**src/hdl/rexu_pkg.sv**
```systemverilog
package rexu_pkg;

  localparam int ADDR_BITS_DEF = 12;
  localparam int DATA_BITS_DEF = 32;

  localparam int OPC_W  = 5;
  localparam int WORD_W = 32;
  localparam int PC_W   = 12;
  localparam int KIND_W = 3;

  typedef enum logic [OPC_W-1:0] {
    OP_ADD  = 5'd0,
    OP_SUB  = 5'd1,
    OP_MUL  = 5'd2,
    OP_AND  = 5'd3,
    OP_OR   = 5'd4,
    OP_XOR  = 5'd5,
    OP_SLL  = 5'd6,
    OP_SRA  = 5'd7,
    OP_SRL  = 5'd8,
    OP_BEQ  = 5'd9,
    OP_BNE  = 5'd10,
    OP_BLT  = 5'd11,
    OP_BGT  = 5'd12,
    OP_BLE  = 5'd13,
    OP_BGE  = 5'd14,
    OP_JAL  = 5'd15,
    OP_LW   = 5'd16,
    OP_SW   = 5'd17,
    OP_RETI = 5'd18,
    OP_IN   = 5'd19,
    OP_OUT  = 5'd20,
    OP_HALT = 5'd21
  } opcode_t;

  typedef enum logic [KIND_W-1:0] {
    ACC_NONE     = 3'd0,
    ACC_MEM_RD   = 3'd1,
    ACC_MEM_WR   = 3'd2,
    ACC_IO_RD    = 3'd3,
    ACC_IO_WR    = 3'd4
  } access_kind_t;

  typedef struct packed {
    logic        [OPC_W-1:0]  req_type;
    logic signed [WORD_W-1:0] rs_value;
    logic signed [WORD_W-1:0] rt_value;
    logic signed [WORD_W-1:0] rd_value;
    logic        [PC_W-1:0]   pc_now;
    logic        [PC_W-1:0]   irq_return_addr;
  } req_t;

  typedef struct packed {
    logic                     reg_write;
    logic signed [WORD_W-1:0] reg_value;
    logic                     branch_taken;
    logic        [PC_W-1:0]   branch_target;
    logic        [KIND_W-1:0] access_kind;
    logic        [PC_W-1:0]   access_addr;
    logic signed [WORD_W-1:0] store_data;
    logic                     halt_request;
    logic                     irq_end;
  } rsp_t;

endpackage

```
**src/hdl/rexu_alu.sv**
```systemverilog
module rexu_alu #(
  parameter int ADDR_BITS = rexu_pkg::ADDR_BITS_DEF,
  parameter int DATA_BITS = rexu_pkg::DATA_BITS_DEF
) (
  input  rexu_pkg::req_t req,
  output rexu_pkg::rsp_t rsp
);
  import rexu_pkg::*;

  localparam int RW = (DATA_BITS < WORD_W) ? DATA_BITS : WORD_W;
  localparam int AW = (ADDR_BITS < PC_W) ? ADDR_BITS : PC_W;
  localparam logic [PC_W-1:0] AMASK = PC_W'((64'd1 << AW) - 64'd1);

  logic [RW-1:0]        a;
  logic [RW-1:0]        b;
  logic [RW-1:0]        d;
  logic [RW-1:0]        sum;
  logic [RW-1:0]        diff;
  logic [RW-1:0]        prod;
  logic [RW-1:0]        val;
  logic [DATA_BITS-1:0] rs_x;
  logic [DATA_BITS-1:0] srl_full;
  logic [DATA_BITS-1:0] sra_full;
  logic [4:0]           sh;
  logic                 eq;
  logic                 lt;
  logic                 gt;
  logic                 cond;

  assign a    = req.rs_value[RW-1:0];
  assign b    = req.rt_value[RW-1:0];
  assign d    = req.rd_value[RW-1:0];
  assign sh   = req.rt_value[4:0];
  assign rs_x = DATA_BITS'(req.rs_value);

  assign sum      = a + b;
  assign diff     = a - b;
  assign prod     = a * b;
  assign srl_full = rs_x >> sh;
  assign sra_full = $signed(rs_x) >>> sh;

  assign eq = (a == b);
  assign lt = ($signed(a) < $signed(b));
  assign gt = ($signed(b) < $signed(a));

  always_comb begin
    rsp  = '0;
    val  = '0;
    cond = 1'b0;
    unique case (opcode_t'(req.req_type))
      OP_ADD:  val = sum;
      OP_SUB:  val = diff;
      OP_MUL:  val = prod;
      OP_AND:  val = a & b;
      OP_OR:   val = a | b;
      OP_XOR:  val = a ^ b;
      OP_SLL:  val = a << sh;
      OP_SRA:  val = sra_full[RW-1:0];
      OP_SRL:  val = srl_full[RW-1:0];
      OP_BEQ:  cond = eq;
      OP_BNE:  cond = !eq;
      OP_BLT:  cond = lt;
      OP_BGT:  cond = gt;
      OP_BLE:  cond = !gt;
      OP_BGE:  cond = !lt;
      OP_JAL: begin
        rsp.reg_write     = 1'b1;
        rsp.reg_value     = WORD_W'(req.pc_now);
        rsp.branch_taken  = 1'b1;
        rsp.branch_target = req.rs_value[PC_W-1:0] & AMASK;
      end
      OP_LW: begin
        rsp.access_kind = ACC_MEM_RD;
        rsp.access_addr = sum[PC_W-1:0] & AMASK;
      end
      OP_SW: begin
        rsp.access_kind = ACC_MEM_WR;
        rsp.access_addr = sum[PC_W-1:0] & AMASK;
        rsp.store_data  = WORD_W'(d);
      end
      OP_RETI: begin
        rsp.branch_taken  = 1'b1;
        rsp.branch_target = req.irq_return_addr & AMASK;
        rsp.irq_end       = 1'b1;
      end
      OP_IN: begin
        rsp.access_kind = ACC_IO_RD;
        rsp.access_addr = sum[PC_W-1:0] & AMASK;
      end
      OP_OUT: begin
        rsp.access_kind = ACC_IO_WR;
        rsp.access_addr = sum[PC_W-1:0] & AMASK;
        rsp.store_data  = WORD_W'(d);
      end
      OP_HALT: rsp.halt_request = 1'b1;
      default: ;
    endcase

    if (req.req_type <= OP_SRL) begin
      rsp.reg_write = 1'b1;
      rsp.reg_value = WORD_W'(val);
    end
    if (cond) begin
      rsp.branch_taken  = 1'b1;
      rsp.branch_target = req.rd_value[PC_W-1:0] & AMASK;
    end
  end

endmodule

```
**src/hdl/risc_execute_unit_core.sv**
```systemverilog
// A transfer is held in the input register, then passes the ALU into the result register.
// Throughput: one instruction per cycle while the output is not stalled; the decode, ALU and
// compare logic sits in a single pass between the two registers, and the input side keeps
// taking transfers while a result waits, as long as the input register is empty.
// Reset: synchronous, active low; clears both valid flags, payload registers are not reset.
module risc_execute_unit_core #(
  parameter int ADDR_BITS = rexu_pkg::ADDR_BITS_DEF,
  parameter int DATA_BITS = rexu_pkg::DATA_BITS_DEF
) (
  input  logic           clk,
  input  logic           rst_n,
  input  logic           in_valid,
  output logic           in_ready,
  input  rexu_pkg::req_t in_data,
  output logic           out_valid,
  input  logic           out_ready,
  output rexu_pkg::rsp_t out_data
);
  import rexu_pkg::*;

  req_t req_r;
  logic req_vld_r;
  rsp_t rsp_r;
  rsp_t rsp_nxt;
  logic out_vld_r;
  logic out_adv;

  rexu_alu #(
    .ADDR_BITS (ADDR_BITS),
    .DATA_BITS (DATA_BITS)
  ) u_alu (
    .req (req_r),
    .rsp (rsp_nxt)
  );

  assign out_adv  = !out_vld_r || out_ready;
  assign in_ready = !req_vld_r || out_adv;

  always_ff @(posedge clk) begin
    if (!rst_n) begin
      req_vld_r <= 1'b0;
      out_vld_r <= 1'b0;
    end else begin
      if (in_ready) begin
        req_vld_r <= in_valid;
      end
      if (out_adv) begin
        out_vld_r <= req_vld_r;
      end
    end
  end

  always_ff @(posedge clk) begin
    if (in_valid && in_ready) begin
      req_r <= in_data;
    end
    if (out_adv && req_vld_r) begin
      rsp_r <= rsp_nxt;
    end
  end

  assign out_valid = out_vld_r;
  assign out_data  = rsp_r;

endmodule

```
**config.mk**
```make
export PLATFORM = sky130hd
export DESIGN_NAME = risc_execute_unit_core
export DESIGN_NICKNAME = d
export VERILOG_FILES = /design/src/hdl/rexu_pkg.sv /design/src/hdl/rexu_alu.sv /design/src/hdl/risc_execute_unit_core.sv
export SDC_FILE = /design/constraint.sdc
export NUM_CORES = 2
export LEC_CHECK = 0
export BUFFER_PORTS_ARGS = -buffer_cell sky130_fd_sc_hd__buf_2
export CORE_MARGIN = 2
export CORE_UTILIZATION = 57
export DETAILED_ROUTE_END_ITERATION = 10
export PLACE_DENSITY_LB_ADDON = 0.05
export SYNTH_ARGS = -nofsm -noshare
export SYNTH_HDL_FRONTEND = slang
export SYNTH_HIERARCHICAL = 1
export SYNTH_SLANG_ARGS = --single-unit
```
**constraint.sdc**
```tcl
create_clock -name clk -period 8 [get_ports clk]
set_input_delay 1.6 -clock clk [delete_from_list [all_inputs] [get_ports clk]]
set_output_delay 1.6 -clock clk [all_outputs]
set_load 0.01 [all_outputs]
```
* After elaboration in Yosys (flattened, before gate mapping) *
Index checks and enable logic that the tools add are counted.

cells by class
  add/subtract/negate cells = 2
  multiply operators = 1
  magnitude comparators = 3
  eq/ne operators = 22
  shift operators = 3
  muxes and demuxes = 9
  bitwise operators = 3
  reduce and logical (&&, ||, !) cells = 11

operator list
  kind                                                                               count
  32-bit one-hot mux with 9 select lines                                             1
  32-bit < comparator                                                                2
  15-bit one-hot mux with 4 select lines                                             1
  5-bit by 4-bit equality test with 1-bit output (second input constant)             8
  33-bit 2-to-1 mux                                                                  1
  32-bit adder                                                                       1
  32-bit bitwise AND                                                                 1
  32-bit equality test                                                               1
  32-bit by 32-bit multiplier with 32-bit output                                     1
  32-bit 2-to-1 mux                                                                  1
  32-bit bitwise OR                                                                  1
  32-bit by 5-bit << shifter with 32-bit output                                      1
  32-bit by 5-bit >> shifter with 32-bit output                                      1
  32-bit by 5-bit >>> shifter with 32-bit output                                     1
  32-bit subtractor                                                                  1
  32-bit bitwise XOR                                                                 1
  5-bit equality test (second input constant)                                        6
  13-bit one-hot mux with 2 select lines                                             1
  5-bit by 3-bit equality test with 1-bit output (second input constant)             4
  12-bit 2-to-1 mux                                                                  1
  5-bit by 2-bit equality test with 1-bit output (second input constant)             2
  1-bit one-hot mux with 6 select lines                                              1
  5-bit by 1-bit equality test with 1-bit output (second input constant)             1
  5-bit by 4-bit less-or-equal comparator with 1-bit output (second input constant)  1
  other kinds (6)                                                                    13

word-level totals
  bits in registers = 222
  output and inout bits = 97
  logic and storage cells = 71

* Logic depth before layout (Yosys ltp) *
  depth in word-level cells = 4
  mapped depth = 32
  mapped depth without buffers = 27

* Hierarchy *
The synthesis kept the hierarchy.

by module, submodules not included
  module                  times used  cells each  area each (sq um)
  rexu_alu                1           3196        24544.8
  risc_execute_unit_core  1           229         6710.2

* Least setup slack after synthesis *
Ideal clock, no wire load.

  path kind = input-to-reg
  start point = in out_ready
  end point = reg req_r[0] (netlist name) (enable)
  arrival time = 7.682 ns
  setup slack = -0.333 ns
  stages = 2
  path buffers = 0
  cells stage by stage = nor2b_4 > a21oi_1

on the way
  word-level cells in the longest chain between the ends = 3

ends and longest elaborated chain
  what                    line                          text
  start: declaration      risc_execute_unit_core.sv:16  input logic out_ready,
  1-bit logical OR        risc_execute_unit_core.sv:36  assign out_adv = !out_vld_r || out_ready;
  1-bit logical OR        risc_execute_unit_core.sv:37  assign in_ready = !req_vld_r || out_adv;
  1-bit logical AND       risc_execute_unit_core.sv:54  if (in_valid && in_ready) begin
  end signal: assignment  risc_execute_unit_core.sv:55  req_r <= in_data;
  end: declaration        risc_execute_unit_core.sv:21  req_t req_r;

No other way between the ends.
A chain may end at the register's enable or synchronous reset.

==> results by stage <==
Clock tree:
- The number of buffers added by the clock tree synthesis step is 28.
- The root buffer cell chosen for the clock tree is clkbuf_16.
- The number of levels the H-tree was split into is 1.
- Hold repair after CTS inserted 0 buffers.
- The TritonCTS clock tree is built.
- After clock tree synthesis, the clock-pin slew on the worst setup and hold paths is 0.08 ns.
- Clock latency on the worst-skew pair, taken at its later pin, is around 0.61 ns.
- The maximum root-to-sink buffer count is 3.
- The number of clock sinks is 222.

Timing:
- The smallest clock period supported by the final layout is computed as 7.92 ns.
- For the pin with the worst max-slew slack, the measured transition is 1.23 ns.
- The smallest setup slack after layout is 0.0810 ns.
- The final clock period utilization by the worst path is about 99%.
- Static timing analysis puts the maximum clock frequency at 0.126 GHz.
- The total negative slack for setup checks is 0 ns.
- Hold is met by 0.527 ns.
- Setup violations remaining at the end of the flow were counted as 0.
- The hold violation count in the final report is 0.
- The tightest slew margin relative to the limit is 17.4%.
- For the final database, setup skew stands at 0.0210 ns.
- The max-slew violation count is 0.

Synth:
- The distinct cell type count after synthesis is 90.
- The portion of netlist area occupied by mux cells is 3.52%.
- The area share of xor/xnor cells in the synthesized design is 3.00%.
- The portion of the post-synthesis area used by sequential elements is a little over a fifth.
- The simple-gate portion of the synthesized area is 14.1%.
- The cell count after synthesis is 3,425.
- The summed instance area of the synthesized netlist is 31,300 um^2.
- The top cell type by area accounts for roughly a quarter of the synthesized area.
- After Yosys synthesis, full adders, half adders and majority gates account for a little over a third of the synthesized area.
- After synthesis, the largest family of logic cells by area is adder cells.
- The largest area contributor in the synthesized netlist is fa_1.
- The net count after synthesis is 4,215.
- The average instance in the mapped netlist occupies 9.13 um^2.
- The proportion of register bits with asynchronous set or reset after synthesis is 0%.
- The number of flip-flops and latches in the synthesized netlist is 222.
- Summing the areas of all compound-gate instances in the mapped netlist gives roughly 13% of the synthesized area.
- The most common cell in the synthesized netlist is nor2_1.
- Among all flip-flop cells after synthesis, the most frequent one is edfxtp_1.
- The total of warnings raised by yosys is 6.
- Sorting the synthesized cells by how often they occur yields nor2_1, inv_1, fa_1.
- By area the synthesized netlist is led by fa_1, edfxtp_1, ha_1, nor2_1, inv_1.
- Counting flops with a built-in enable in the synthesized netlist gives 220.

Setup path:
- The setup path with the least slack is of type reg2reg.
- The required time of the critical path is 8.33 ns.
- The launch point of the worst path is req_r[97].
- Along the worst path, the maximum fanout reaches 5.
- Counting both buffers and inverters, the worst setup path holds a total of 4.
- Among cell families on the critical path, the largest total delay comes from adder cells.
- Among all stages on the critical path, the largest delay is contributed by edfxtp_1.
- The sort of element at the start of the critical path is a flop.
- The endpoint arrival time on the critical path is roughly 8.3 ns.
- STA classifies the critical path endpoint as a flop.
- The startpoint identified for the worst register-to-register timing path is req_r[97].
- The cell type with the highest occurrence count on the critical path is fa_1.
- Traced cell by cell, the critical path runs through ha_2, inv_1, fa_1, inv_1, fa_1, fa_1, inv_1, fa_1, inv_1, fa_1, fa_1, fa_1, fa_1, ha_1, a211oi_1, o21ai_0, o211ai_1, a21oi_1, or3_1, o221a_2, o41ai_2, xnor2_1, a211oi_1, o211ai_1.
- The longest individual stage delay on the worst path is 0.64 ns.

Final layout:
- The fraction of layout instances using a drive strength above 1 is 15.1%.
- The final non-filler cell total is approximately 4,400.
- The layout overhead on the synthesized area is 12.4%.
- The final net count is 4,471.

Global routing:
- For this run, the total global-route usage over all layers was measured as 50.8%.
- The first-pass GRT wire length is 205 mm.
- The pin count of the biggest net entering global routing is 76.
- The total overflow left after global routing is 0.
- The number of antenna violations at the first check in global routing is 15.
- The via count of the first global-routing pass is 30,500.

Placed design:
- The quantity of I/O buffers inserted on ports is 225.
- After detailed placement, the design holds a cell count of between 4,000 and 5,000.
- Detailed placement ended at an HPWL of 110 mm.
- Routability-driven placement finished with a final weighted congestion of ~1.1.
- The post-placement setup slack is -0.276 ns.

Detailed routing:
- The post-route DRC violation count is 0.
- The vias per cell is 6.77.
- Dividing the detail-routed wire length by the instance count gives between 30 and 40 um.
- The overall routed net length is roughly 140 mm.
- Across all layers, the routed design uses 29,800 vias.
- The DRC marker count from the first detailed-route iteration is 4,051.
- The post-route antenna net violation count is 0.
- The first detailed-routing pass took 7 iterations.

Outcome:
- The flow ran to the end, and the final reports show no timing, DRC or antenna violations.

Worst hold path:
- The worst hold path startpoint is req_r[48].
- The worst hold path belongs to the class reg2reg.

Die:
- Measured along the x axis, the die boundary spans about 240 um.
- The initial utilization of the core area, before any placement, comes to 57.9%.
- The die height is 238 um.
- The area of the die is 56,700 um^2.
- After floorplanning, the core was divided into 85 placement rows.
- 226 I/O pins were placed.
- After floorplanning, the core was sized to cover 54,000 um^2.

Run:
- The count of max-cap constraint violations is 0.
metrics by stage:
step | area, um^2 | util [%]
detailed placement | 34000 | 62.9
floorplan | 31300 | -
CTS | 34900 | 64.6
global route | 35100 | 65.0
global placement | 34000 | 62.9
finish | 35100 | 65.0
path summary, 6_finish.rpt:
kind              depth (start not counted)  slack, ns      endpoint
hold / removal                            1       0.53  out_data[26]
hold reg to reg                           1       0.53  out_data[26]
setup / recovery                         24       0.08  out_data[93]
setup reg to reg                         24       0.08  out_data[93]
metal layers:
metal	vias to the layer above	share of wire [%]	GRT usage [%]
li1	11900	-	-
met4	14	9.6	37.8
met1	14400	34	60.7
met5	-	0.11	0.866
met3	873	16	22.4
met2	2712	41	72.1
logic make-up after synthesis:
group | Yosys count
compound gates | 623
xor+xnor | 107
fa+ha+maj | 661
buf+inv | 695
flops | 222
mux | 85
simple gates | 1032
sequential cells by signal (all words and copies together) (netlist names):
register,cells
out_data,95
req_vld_r,1
req_r,125
out_valid,1
what timing repair did:
action | CTS | global route
resized for setup | 3 | 18
endpoints found under the setup margin | 2 | 10
buffers inserted | 0 | 11
cells in the final DEF, fill, tap and decap left out, types with 21 or more instances in the layout:
master,instances
a21o_1,23
o211ai_1,32
ha_1,250
a221oi_1,26
nand2_1,317
o21bai_1,25
buf_4,187
a221o_1,26
and2_1,37
nor3_1,50
edfxtp_1,220
o21ai_0,144
buf_2,225
nor2_1,483
clkbuf_16,28
a211oi_1,24
inv_1,474
xnor2_1,89
mux2i_1,57
or3_1,21
nand3_1,22
a21oi_1,152
nand2b_1,31
fa_1,410
o22ai_1,22
final cells by class:
type                    instances  area [um^2]
inverters                     501         1910
clock inverters                19          183
multi-input cells            2508        22100
diodes                         10         25.0
flip-flops and latches        222         6650
well taps                     696          871
repair buffers                420         2670
fillers                      4329        18900
clock buffers                  33          749
Power is left out: the tool's default activity adds up to more than one toggle a clock period on the data nets, which glitch-free logic cannot reach.
